$ cat src/rtl/core/dqp_pkg.sv
// ----------------------------------------------------------------------------
// dqp_pkg
// Shared types and constants for the DNS question-section parser.
// ----------------------------------------------------------------------------
`default_nettype none

package dqp_pkg;

    // Longest name (characters plus dots) that is passed on
    localparam int MAX_NAME_BYTES = 255;
    localparam int NAME_LEN_W     = $clog2(MAX_NAME_BYTES + 1);

    localparam int HDR_BYTES = 12;

    typedef enum logic [1:0] {
        KIND_HEADER = 2'd0,
        KIND_CHAR   = 2'd1,
        KIND_QEND   = 2'd2,
        KIND_ERROR  = 2'd3
    } t_kind;

    typedef enum logic [1:0] {
        ERR_TRUNCATED = 2'd0,
        ERR_LABEL_LEN = 2'd1,
        ERR_NAME_LONG = 2'd2
    } t_err;

    typedef struct packed {
        t_kind       kind;
        logic [15:0] message_id;
        logic [15:0] header_flags;
        logic [15:0] question_count;
        logic [15:0] answer_count;
        logic [15:0] authority_count;
        logic [15:0] additional_count;
        logic [7:0]  name_char;
        logic [15:0] query_type;
        logic [15:0] query_class;
        t_err        error_code;
        logic        last_of_run;
    } t_result;

    // What one parsed byte produces: an optional main result and an
    // optional trailing truncation error
    typedef struct packed {
        logic    main_valid;
        t_result main;
        logic    trunc;
    } t_step;

    localparam t_result TRUNC_RESULT = '{
        kind:             KIND_ERROR,
        message_id:       16'h0000,
        header_flags:     16'h0000,
        question_count:   16'h0000,
        answer_count:     16'h0000,
        authority_count:  16'h0000,
        additional_count: 16'h0000,
        name_char:        8'h00,
        query_type:       16'h0000,
        query_class:      16'h0000,
        error_code:       ERR_TRUNCATED,
        last_of_run:      1'b1
    };

endpackage

`default_nettype wire

$ cat src/rtl/core/dqp_parser.sv
// ----------------------------------------------------------------------------
// dqp_parser
// Parse state and per-byte decode: header, question name, qtype/qclass.
// ----------------------------------------------------------------------------
`default_nettype none

module dqp_parser (
    input  wire logic          i_clk,
    input  wire logic          i_rst_n,
    input  wire logic          i_step,
    input  wire logic [7:0]    i_byte,
    input  wire logic          i_last,
    output dqp_pkg::t_step     o_step
);

    typedef enum logic [2:0] {
        PH_HEADER,
        PH_NAME,
        PH_QTAIL,
        PH_DONE,
        PH_FAILED
    } t_phase;

    localparam int HdrStore = dqp_pkg::HDR_BYTES - 1;

    t_phase                          r_phase, n_phase;
    logic [3:0]                      r_pos, n_pos;
    logic [5:0]                      r_lab, n_lab;
    logic                            r_first, n_first;
    logic [dqp_pkg::NAME_LEN_W-1:0]  r_len, n_len;
    logic [15:0]                     r_type, n_type;
    logic [7:0]                      r_class_hi, n_class_hi;
    logic [7:0]                      r_hdr [0:HdrStore-1];

    dqp_pkg::t_result res;
    logic             main_valid;
    logic             had_err;
    logic             trunc;
    logic             name_full;

    assign name_full = r_len >= dqp_pkg::NAME_LEN_W'(dqp_pkg::MAX_NAME_BYTES);

    always_comb begin
        n_phase    = r_phase;
        n_pos      = r_pos;
        n_lab      = r_lab;
        n_first    = r_first;
        n_len      = r_len;
        n_type     = r_type;
        n_class_hi = r_class_hi;
        res        = '0;
        main_valid = 1'b0;
        had_err    = 1'b0;

        unique case (r_phase)
            PH_HEADER: begin
                if (r_pos == 4'(HdrStore)) begin
                    main_valid           = 1'b1;
                    res.kind             = dqp_pkg::KIND_HEADER;
                    res.message_id       = {r_hdr[0], r_hdr[1]};
                    res.header_flags     = {r_hdr[2], r_hdr[3]};
                    res.question_count   = {r_hdr[4], r_hdr[5]};
                    res.answer_count     = {r_hdr[6], r_hdr[7]};
                    res.authority_count  = {r_hdr[8], r_hdr[9]};
                    res.additional_count = {r_hdr[10], i_byte};
                    n_phase              = PH_NAME;
                    n_pos                = '0;
                end else begin
                    n_pos = r_pos + 4'd1;
                end
            end
            PH_NAME: begin
                priority if (r_lab != '0) begin
                    if (name_full) begin
                        main_valid     = 1'b1;
                        had_err        = 1'b1;
                        res.kind       = dqp_pkg::KIND_ERROR;
                        res.error_code = dqp_pkg::ERR_NAME_LONG;
                        n_phase        = PH_FAILED;
                    end else begin
                        main_valid    = 1'b1;
                        res.kind      = dqp_pkg::KIND_CHAR;
                        res.name_char = i_byte;
                        n_len         = r_len + dqp_pkg::NAME_LEN_W'(1);
                        n_lab         = r_lab - 6'd1;
                    end
                end else if (i_byte == 8'd0) begin
                    n_phase = PH_QTAIL;
                    n_pos   = '0;
                end else if (i_byte[7:6] != 2'b00) begin
                    // length 64 or more, compression pointers included
                    main_valid     = 1'b1;
                    had_err        = 1'b1;
                    res.kind       = dqp_pkg::KIND_ERROR;
                    res.error_code = dqp_pkg::ERR_LABEL_LEN;
                    n_phase        = PH_FAILED;
                end else if (!r_first && name_full) begin
                    main_valid     = 1'b1;
                    had_err        = 1'b1;
                    res.kind       = dqp_pkg::KIND_ERROR;
                    res.error_code = dqp_pkg::ERR_NAME_LONG;
                    n_phase        = PH_FAILED;
                end else begin
                    if (!r_first) begin
                        main_valid    = 1'b1;
                        res.kind      = dqp_pkg::KIND_CHAR;
                        res.name_char = 8'h2E;
                        n_len         = r_len + dqp_pkg::NAME_LEN_W'(1);
                    end
                    n_first = 1'b0;
                    n_lab   = i_byte[5:0];
                end
            end
            PH_QTAIL: begin
                unique case (r_pos)
                    4'd0:    n_type     = {i_byte, 8'h00};
                    4'd1:    n_type     = {r_type[15:8], i_byte};
                    4'd2:    n_class_hi = i_byte;
                    default: begin
                        main_valid      = 1'b1;
                        res.kind        = dqp_pkg::KIND_QEND;
                        res.query_type  = r_type;
                        res.query_class = {r_class_hi, i_byte};
                        n_phase         = PH_DONE;
                    end
                endcase
                n_pos = r_pos + 4'd1;
            end
            PH_FAILED: had_err = 1'b1;
            default: ;
        endcase

        trunc = i_last && !had_err && (n_phase != PH_DONE) && (n_phase != PH_FAILED);
        res.last_of_run = !trunc;

        // final byte returns everything to the start of a datagram
        if (i_last) begin
            n_phase    = PH_HEADER;
            n_pos      = '0;
            n_lab      = '0;
            n_first    = 1'b1;
            n_len      = '0;
            n_type     = '0;
            n_class_hi = '0;
        end
    end

    assign o_step = '{main_valid: main_valid, main: res, trunc: trunc};

    always_ff @(posedge i_clk) begin
        if (!i_rst_n) begin
            r_phase <= PH_HEADER;
            r_pos   <= '0;
            r_lab   <= '0;
            r_first <= 1'b1;
            r_len   <= '0;
        end else if (i_step) begin
            r_phase <= n_phase;
            r_pos   <= n_pos;
            r_lab   <= n_lab;
            r_first <= n_first;
            r_len   <= n_len;
        end
    end

    always_ff @(posedge i_clk) begin
        if (i_step) begin
            r_type     <= n_type;
            r_class_hi <= n_class_hi;
            if (r_phase == PH_HEADER && r_pos < 4'(HdrStore)) begin
                r_hdr[r_pos] <= i_byte;
            end
        end
    end

endmodule

`default_nettype wire

$ cat src/rtl/core/dns_query_wire_parser.sv
// ----------------------------------------------------------------------------
// dns_query_wire_parser
// Byte-stream DNS question parser: header words, name characters,
// qtype/qclass and error reports.
// ----------------------------------------------------------------------------
//  channel  | direction | handshake                  | payload
//  ---------+-----------+----------------------------+-----------------------------
//  in       | to block  | i_in_valid / o_in_stall    | i_data_byte, i_end_of_datagram
//  out      | from block| o_out_valid / i_out_stall  | o_result_kind .. o_last_of_run
//
// One byte per cycle while the input is not stalled; a taken byte is registered,
// then parsed into the result register, from which its result transfers.
// A byte that gives two results (a result plus the truncation error on the
// final byte) holds the input while the result register drains.
// Bytes that give no result pass even while the output is stalled.
// Reset is synchronous and returns the parser to the start of a datagram.
// ----------------------------------------------------------------------------
`default_nettype none

module dns_query_wire_parser (
    input  wire logic        i_clk,
    input  wire logic        i_rst_n,

    input  wire logic        i_in_valid,
    output logic             o_in_stall,
    input  wire logic [7:0]  i_data_byte,
    input  wire logic        i_end_of_datagram,

    output logic             o_out_valid,
    input  wire logic        i_out_stall,
    output logic [1:0]       o_result_kind,
    output logic [15:0]      o_message_id,
    output logic [15:0]      o_header_flags,
    output logic [15:0]      o_question_count,
    output logic [15:0]      o_answer_count,
    output logic [15:0]      o_authority_count,
    output logic [15:0]      o_additional_count,
    output logic [7:0]       o_name_char,
    output logic [15:0]      o_query_type,
    output logic [15:0]      o_query_class,
    output logic [1:0]       o_error_code,
    output logic             o_last_of_run
);

    logic             r_in_valid;
    logic [7:0]       r_in_byte;
    logic             r_in_last;

    logic             r_out_valid;
    dqp_pkg::t_result r_out;
    logic             r_trunc_pend;

    dqp_pkg::t_step   step;
    logic             has_res;
    logic             out_take;
    logic             slot_free;
    logic             parse_fire;
    logic             in_take;

    dqp_parser u_parser (
        .i_clk   (i_clk),
        .i_rst_n (i_rst_n),
        .i_step  (parse_fire),
        .i_byte  (r_in_byte),
        .i_last  (r_in_last),
        .o_step  (step)
    );

    assign has_res    = step.main_valid | step.trunc;
    assign out_take   = r_out_valid & ~i_out_stall;
    assign slot_free  = (~r_out_valid | out_take) & ~r_trunc_pend;
    assign parse_fire = r_in_valid & (slot_free | ~has_res);
    assign o_in_stall = r_in_valid & ~parse_fire;
    assign in_take    = i_in_valid & ~o_in_stall;

    always_ff @(posedge i_clk) begin
        if (!i_rst_n) begin
            r_in_valid   <= 1'b0;
            r_out_valid  <= 1'b0;
            r_trunc_pend <= 1'b0;
        end else begin
            if (in_take) begin
                r_in_valid <= 1'b1;
            end else if (parse_fire) begin
                r_in_valid <= 1'b0;
            end

            if (parse_fire && has_res) begin
                r_out_valid  <= 1'b1;
                r_trunc_pend <= step.main_valid & step.trunc;
            end else if (out_take) begin
                // a pending truncation error takes the slot next
                r_out_valid  <= r_trunc_pend;
                r_trunc_pend <= 1'b0;
            end
        end
    end

    always_ff @(posedge i_clk) begin
        if (in_take) begin
            r_in_byte <= i_data_byte;
            r_in_last <= i_end_of_datagram;
        end
        if (parse_fire && has_res) begin
            r_out <= step.main_valid ? step.main : dqp_pkg::TRUNC_RESULT;
        end else if (out_take && r_trunc_pend) begin
            r_out <= dqp_pkg::TRUNC_RESULT;
        end
    end

    assign o_out_valid        = r_out_valid;
    assign o_result_kind      = r_out.kind;
    assign o_message_id       = r_out.message_id;
    assign o_header_flags     = r_out.header_flags;
    assign o_question_count   = r_out.question_count;
    assign o_answer_count     = r_out.answer_count;
    assign o_authority_count  = r_out.authority_count;
    assign o_additional_count = r_out.additional_count;
    assign o_name_char        = r_out.name_char;
    assign o_query_type       = r_out.query_type;
    assign o_query_class      = r_out.query_class;
    assign o_error_code       = r_out.error_code;
    assign o_last_of_run      = r_out.last_of_run;

endmodule

`default_nettype wire

$ cat config.mk
export PLATFORM = sky130hd
export DESIGN_NAME = dns_query_wire_parser
export DESIGN_NICKNAME = d
export VERILOG_FILES = /design/src/rtl/core/dqp_pkg.sv /design/src/rtl/core/dqp_parser.sv /design/src/rtl/core/dns_query_wire_parser.sv
export SDC_FILE = /design/constraint.sdc
export NUM_CORES = 1
export LEC_CHECK = 0
export CORE_UTILIZATION = 60
export CTS_BUF_LIST = sky130_fd_sc_hd__clkbuf_4 sky130_fd_sc_hd__clkbuf_8
export DETAILED_ROUTE_END_ITERATION = 12
export DONT_BUFFER_PORTS = 1
export PLACE_DENSITY = 0.75
export SLEW_MARGIN = 20
export SYNTH_ARGS = -nofsm -noshare
export SYNTH_HDL_FRONTEND = slang
export SYNTH_HIERARCHICAL = 1
export SYNTH_SLANG_ARGS = --single-unit
export TNS_END_PERCENT = 100
$ cat constraint.sdc
create_clock -name i_clk -period 11.9 [get_ports i_clk]
set_input_delay 1.19 -clock i_clk [delete_from_list [all_inputs] [get_ports i_clk]]
set_output_delay 1.19 -clock i_clk [all_outputs]
set_load 0.05 [all_outputs]
==> metrics <==
largest fanout on the critical path 11; delay of the slowest cell on the worst path 0.80 ns; count of yosys warnings during synthesis 6; Synth Instances 1,025; simple-gate portion of the synthesized area 0.224; setup TNS 0 ns; max-capacitance violation count 0; number of cells after detailed placement 1,256; Design Power 0.00201 W; type of element capturing the critical path output port; io pins 156; Area growth, synth to finish 7.25%; mean post-synth cell area 12.6 um2; via-per-instance ratio 5.48; worst clock skew 0.0214 ns; combinational family with the most area after synthesis simple AND/OR/NAND/NOR gates; path depth of the worst reg2reg path 11; buffers from clock root to sink, at most 3; critical path depth in cells 9; leading register cell type out of synthesis edfxtp_1; Site Rows 53; largest cells by area after synthesis edfxtp_1 (61%), nor3_2 (8.6%), and2_1 (6.9%); number of H-tree branching levels 2; worst slew slack as a fraction of its limit 0.294; required time at the endpoint of the critical path 10.71 ns; Slowest-stage cell, CP nor2_1; number of standard cells in the final layout excluding fillers 1,333; Worst setup SP type register; ratio of cells with drive above 1 in the final layout 0.192; number of antenna repair diodes 0; Min-Delay Path Class reg2reg; first-pass GRT wire length 38,800 um; number of routed nets with antenna violations 0; worst IR drop on VDD 77.3 uV; multiplexer area fraction after synthesis 0.00243; fraction of the yosys area taken by sequential cells 0.650; final global-route overflow total 0; via count of the first global-routing pass 7,108; count of buffer and inverter cells on the critical path 1; TritonCTS clock tree yes; share of the synthesized netlist area taken by xor and xnor gates 0; overall routing resource usage 0.230; arithmetic-cell share of the synthesized area counting full adders, half adders and majority gates 0.00583; initial antenna violation count 1; synthesis-stage register bit count 287; crit path time final 5.17 ns; fraction of registers with async set or reset after synthesis 0; vias after detailed routing 7,309; critical path arrival 3.98 ns; number of hold buffers added after CTS 0; clock-pin slew reported for the worst setup and hold paths after clock tree synthesis 0.06 ns; worst hold path cell count 2; number of enable-type register cells in the synthesized netlist 262; pin count of the biggest net entering global routing 97; Post-CTS Setup Bufs 0; initial detailed-routing violation count 612; category of cells accounting for the largest share of critical-path delay simple AND/OR/NAND/NOR gates; chain of cells forming the critical path inv_1, ha_1, nor2b_1, nand2_1, o21ai_0, o32ai_1, a211oi_1, o21ai_0, nor2_1; unrepaired setup endpoints after global routing false; DP HPWL 16,100 um; number of setup violations in the final report 0; most common cell type on the critical path o21ai_0; average wire length per cell after detail routing 18.6 um; number of resized instances in the post-cts repair step 0; full die area 22,000 um2; Final Routed Wirelength 24,800 um; net count after synthesis 1,044; number of CTS-inserted buffers 45; most area-hungry cell type in the Yosys netlist edfxtp_1; DRC violation count after routing 0; final core utilization 0.657; count of final hold-check violations 0; Final Max Tran Viols 0; number of buffers inserted by port buffering 0; area share of the largest cell type after synthesis 0.611; floorplan die width 148 um; core area 21,000 um2; fraction of the mapped netlist area in compound gates 0.0439; CTS sink cnt 287; count of cell types in the netlist 57; reported leakage power 4.20 nW; highest achievable clock rate 194 MHz; part of the cycle the worst path needs 0.434; outcome complete, no violations; later-pin clock latency in the skew report 0.55 ns; net total in the final layout 1,047; first drt pass iteration count 5; overall die height 148 um; Crit Path Category reg2out; Worst Tran Pin Value 1.06 ns; RD Place Congestion 0.885; Initial Utilization 0.612; combined area of all synthesized cells 12,900 um2; areal power density over the cells 146 nW/um2; Clock Root Buffer clkbuf_8
## layout make-up
type | count | area, um2
Tap cell | 275 | 344
Multi-Input combinational cell | 524 | 3590
Timing Repair Buffer | 11 | 82.6
Sequential cell | 287 | 8370
Clock buffer | 62 | 766
Fill cell | 1565 | 7210
Inverter | 159 | 597
Clock inverter | 15 | 63.8
## per-stage QoR
stage               hold slack (ns)  worst slack (ns)  cell area, um2
finish                        0.504              6.73           13800
global route                  0.523              6.39           13800
CTS                           0.499              6.79           13800
detailed placement            0.492              7.14           13000
global placement              0.473              7.26           13000
floorplan                     0.452              2.29           12900
## cell usage after synthesis, drive strengths merged (3+ instances only)
cell type / instances
o31ai: 3
inv: 159
a31oi: 4
a21o: 3
or4: 4
ha: 6
nor3: 147
o21ai: 17
or2: 5
and2: 142
a21oi: 29
nand3: 8
nor2b: 4
edfxtp: 262
nand2: 38
buf: 36
nor4: 8
or3: 7
a211oi: 3
clkbuf: 19
o21a: 4
o32ai: 5
a211o: 3
nor2: 43
dfxtp: 25
nand2b: 5
nand4: 5
o211ai: 4
## cell usage in the layout (no fill, tap or decap), drive strengths merged, types with 4 or more instances in the layout
| cell type | netlist | routed |
|---|---|---|
| edfxtp | 262 | 262 |
| inv | 159 | 159 |
| nor3 | 147 | 147 |
| and2 | 142 | 142 |
| clkbuf | 19 | 62 |
| nor2 | 43 | 43 |
| nand2 | 38 | 38 |
| a21oi | 29 | 29 |
| dfxtp | 25 | 25 |
| o21ai | 17 | 17 |
| clkinv | 0 | 14 |
| buf | 36 | 11 |
| nand3 | 8 | 8 |
| nor4 | 8 | 8 |
| or3 | 7 | 7 |
| ha | 6 | 6 |
| nand4 | 5 | 5 |
| o32ai | 5 | 5 |
| nand2b | 5 | 5 |
| or2 | 5 | 5 |
| o211ai | 4 | 4 |
| nor2b | 4 | 4 |
| o21a | 4 | 4 |
| a31oi | 4 | 4 |
| or4 | 4 | 4 |
## sequential cells by signal (all words and copies together), names as in the netlist, 2 cells and up
name / flops
u_parser/r_pos: 4
u_parser/r_type: 16
o_error_code: 2
o_additional_count: 16
u_parser/r_class_hi: 8
o_answer_count: 16
u_parser/r_hdr: 88
r_in_byte: 8
u_parser/r_lab: 6
o_result_kind: 2
o_header_flags: 16
o_authority_count: 16
o_query_class: 16
o_message_id: 16
o_query_type: 16
o_name_char: 8
u_parser/r_len: 8
o_question_count: 16
u_parser/r_phase: 3
## routing by layer
| metal | part of all wire | vias to the layer above | global-route usage |
|---|---|---|---|
| met4 | 0.025 | 2 | 0.0954 |
| met3 | 0.051 | 43 | 0.0433 |
| li1 | - | 3531 | - |
| met2 | 0.49 | 233 | 0.374 |
| met1 | 0.43 | 3500 | 0.304 |
| met5 | 0.00032 | - | 0 |
## cell families (layout without fill, tap and decap cells)
kind of cell / count (synthesis) / after routing
and+or+nand+nor: 428 / 428
DFF: 287 / 287
buffers and inverters: 214 / 247
AOI/OAI and AO/OA: 87 / 87
adders and majority gates: 6 / 6
muxes: 3 / 3
## where the power goes
group          leakage [nW]  switching (W)  internal (W)  total [W]
Combinational          1.14      0.0000533     0.0000165  0.0000699
Sequential             2.62      0.0000578       0.00112    0.00118
Clock                 0.439       0.000353      0.000413   0.000765
## final timing paths
| kind | to | slack [ns] | from |
|---|---|---|---|
| max | o_in_stall | 6.73 | u_parser/r_lab[0] |
| min | u_parser/r_lab[4] | 0.50 | u_parser/r_lab[4] |
| max reg2reg | o_question_count[9] | 7.05 | u_parser/r_lab[0] |
| min reg2reg | u_parser/r_lab[4] | 0.50 | u_parser/r_lab[4] |
## worst register-to-register path, delay by kind of cell, from the launching register on
kind                       cells  cell delay (ns)
DFF                            1             0.37
AOI/OAI and AO/OA              5             1.55
buffers and inverters          3             1.63
and+or+nand+nor                2             0.58
adders and majority gates      1             0.30
(Power assumes the default switching activity.)
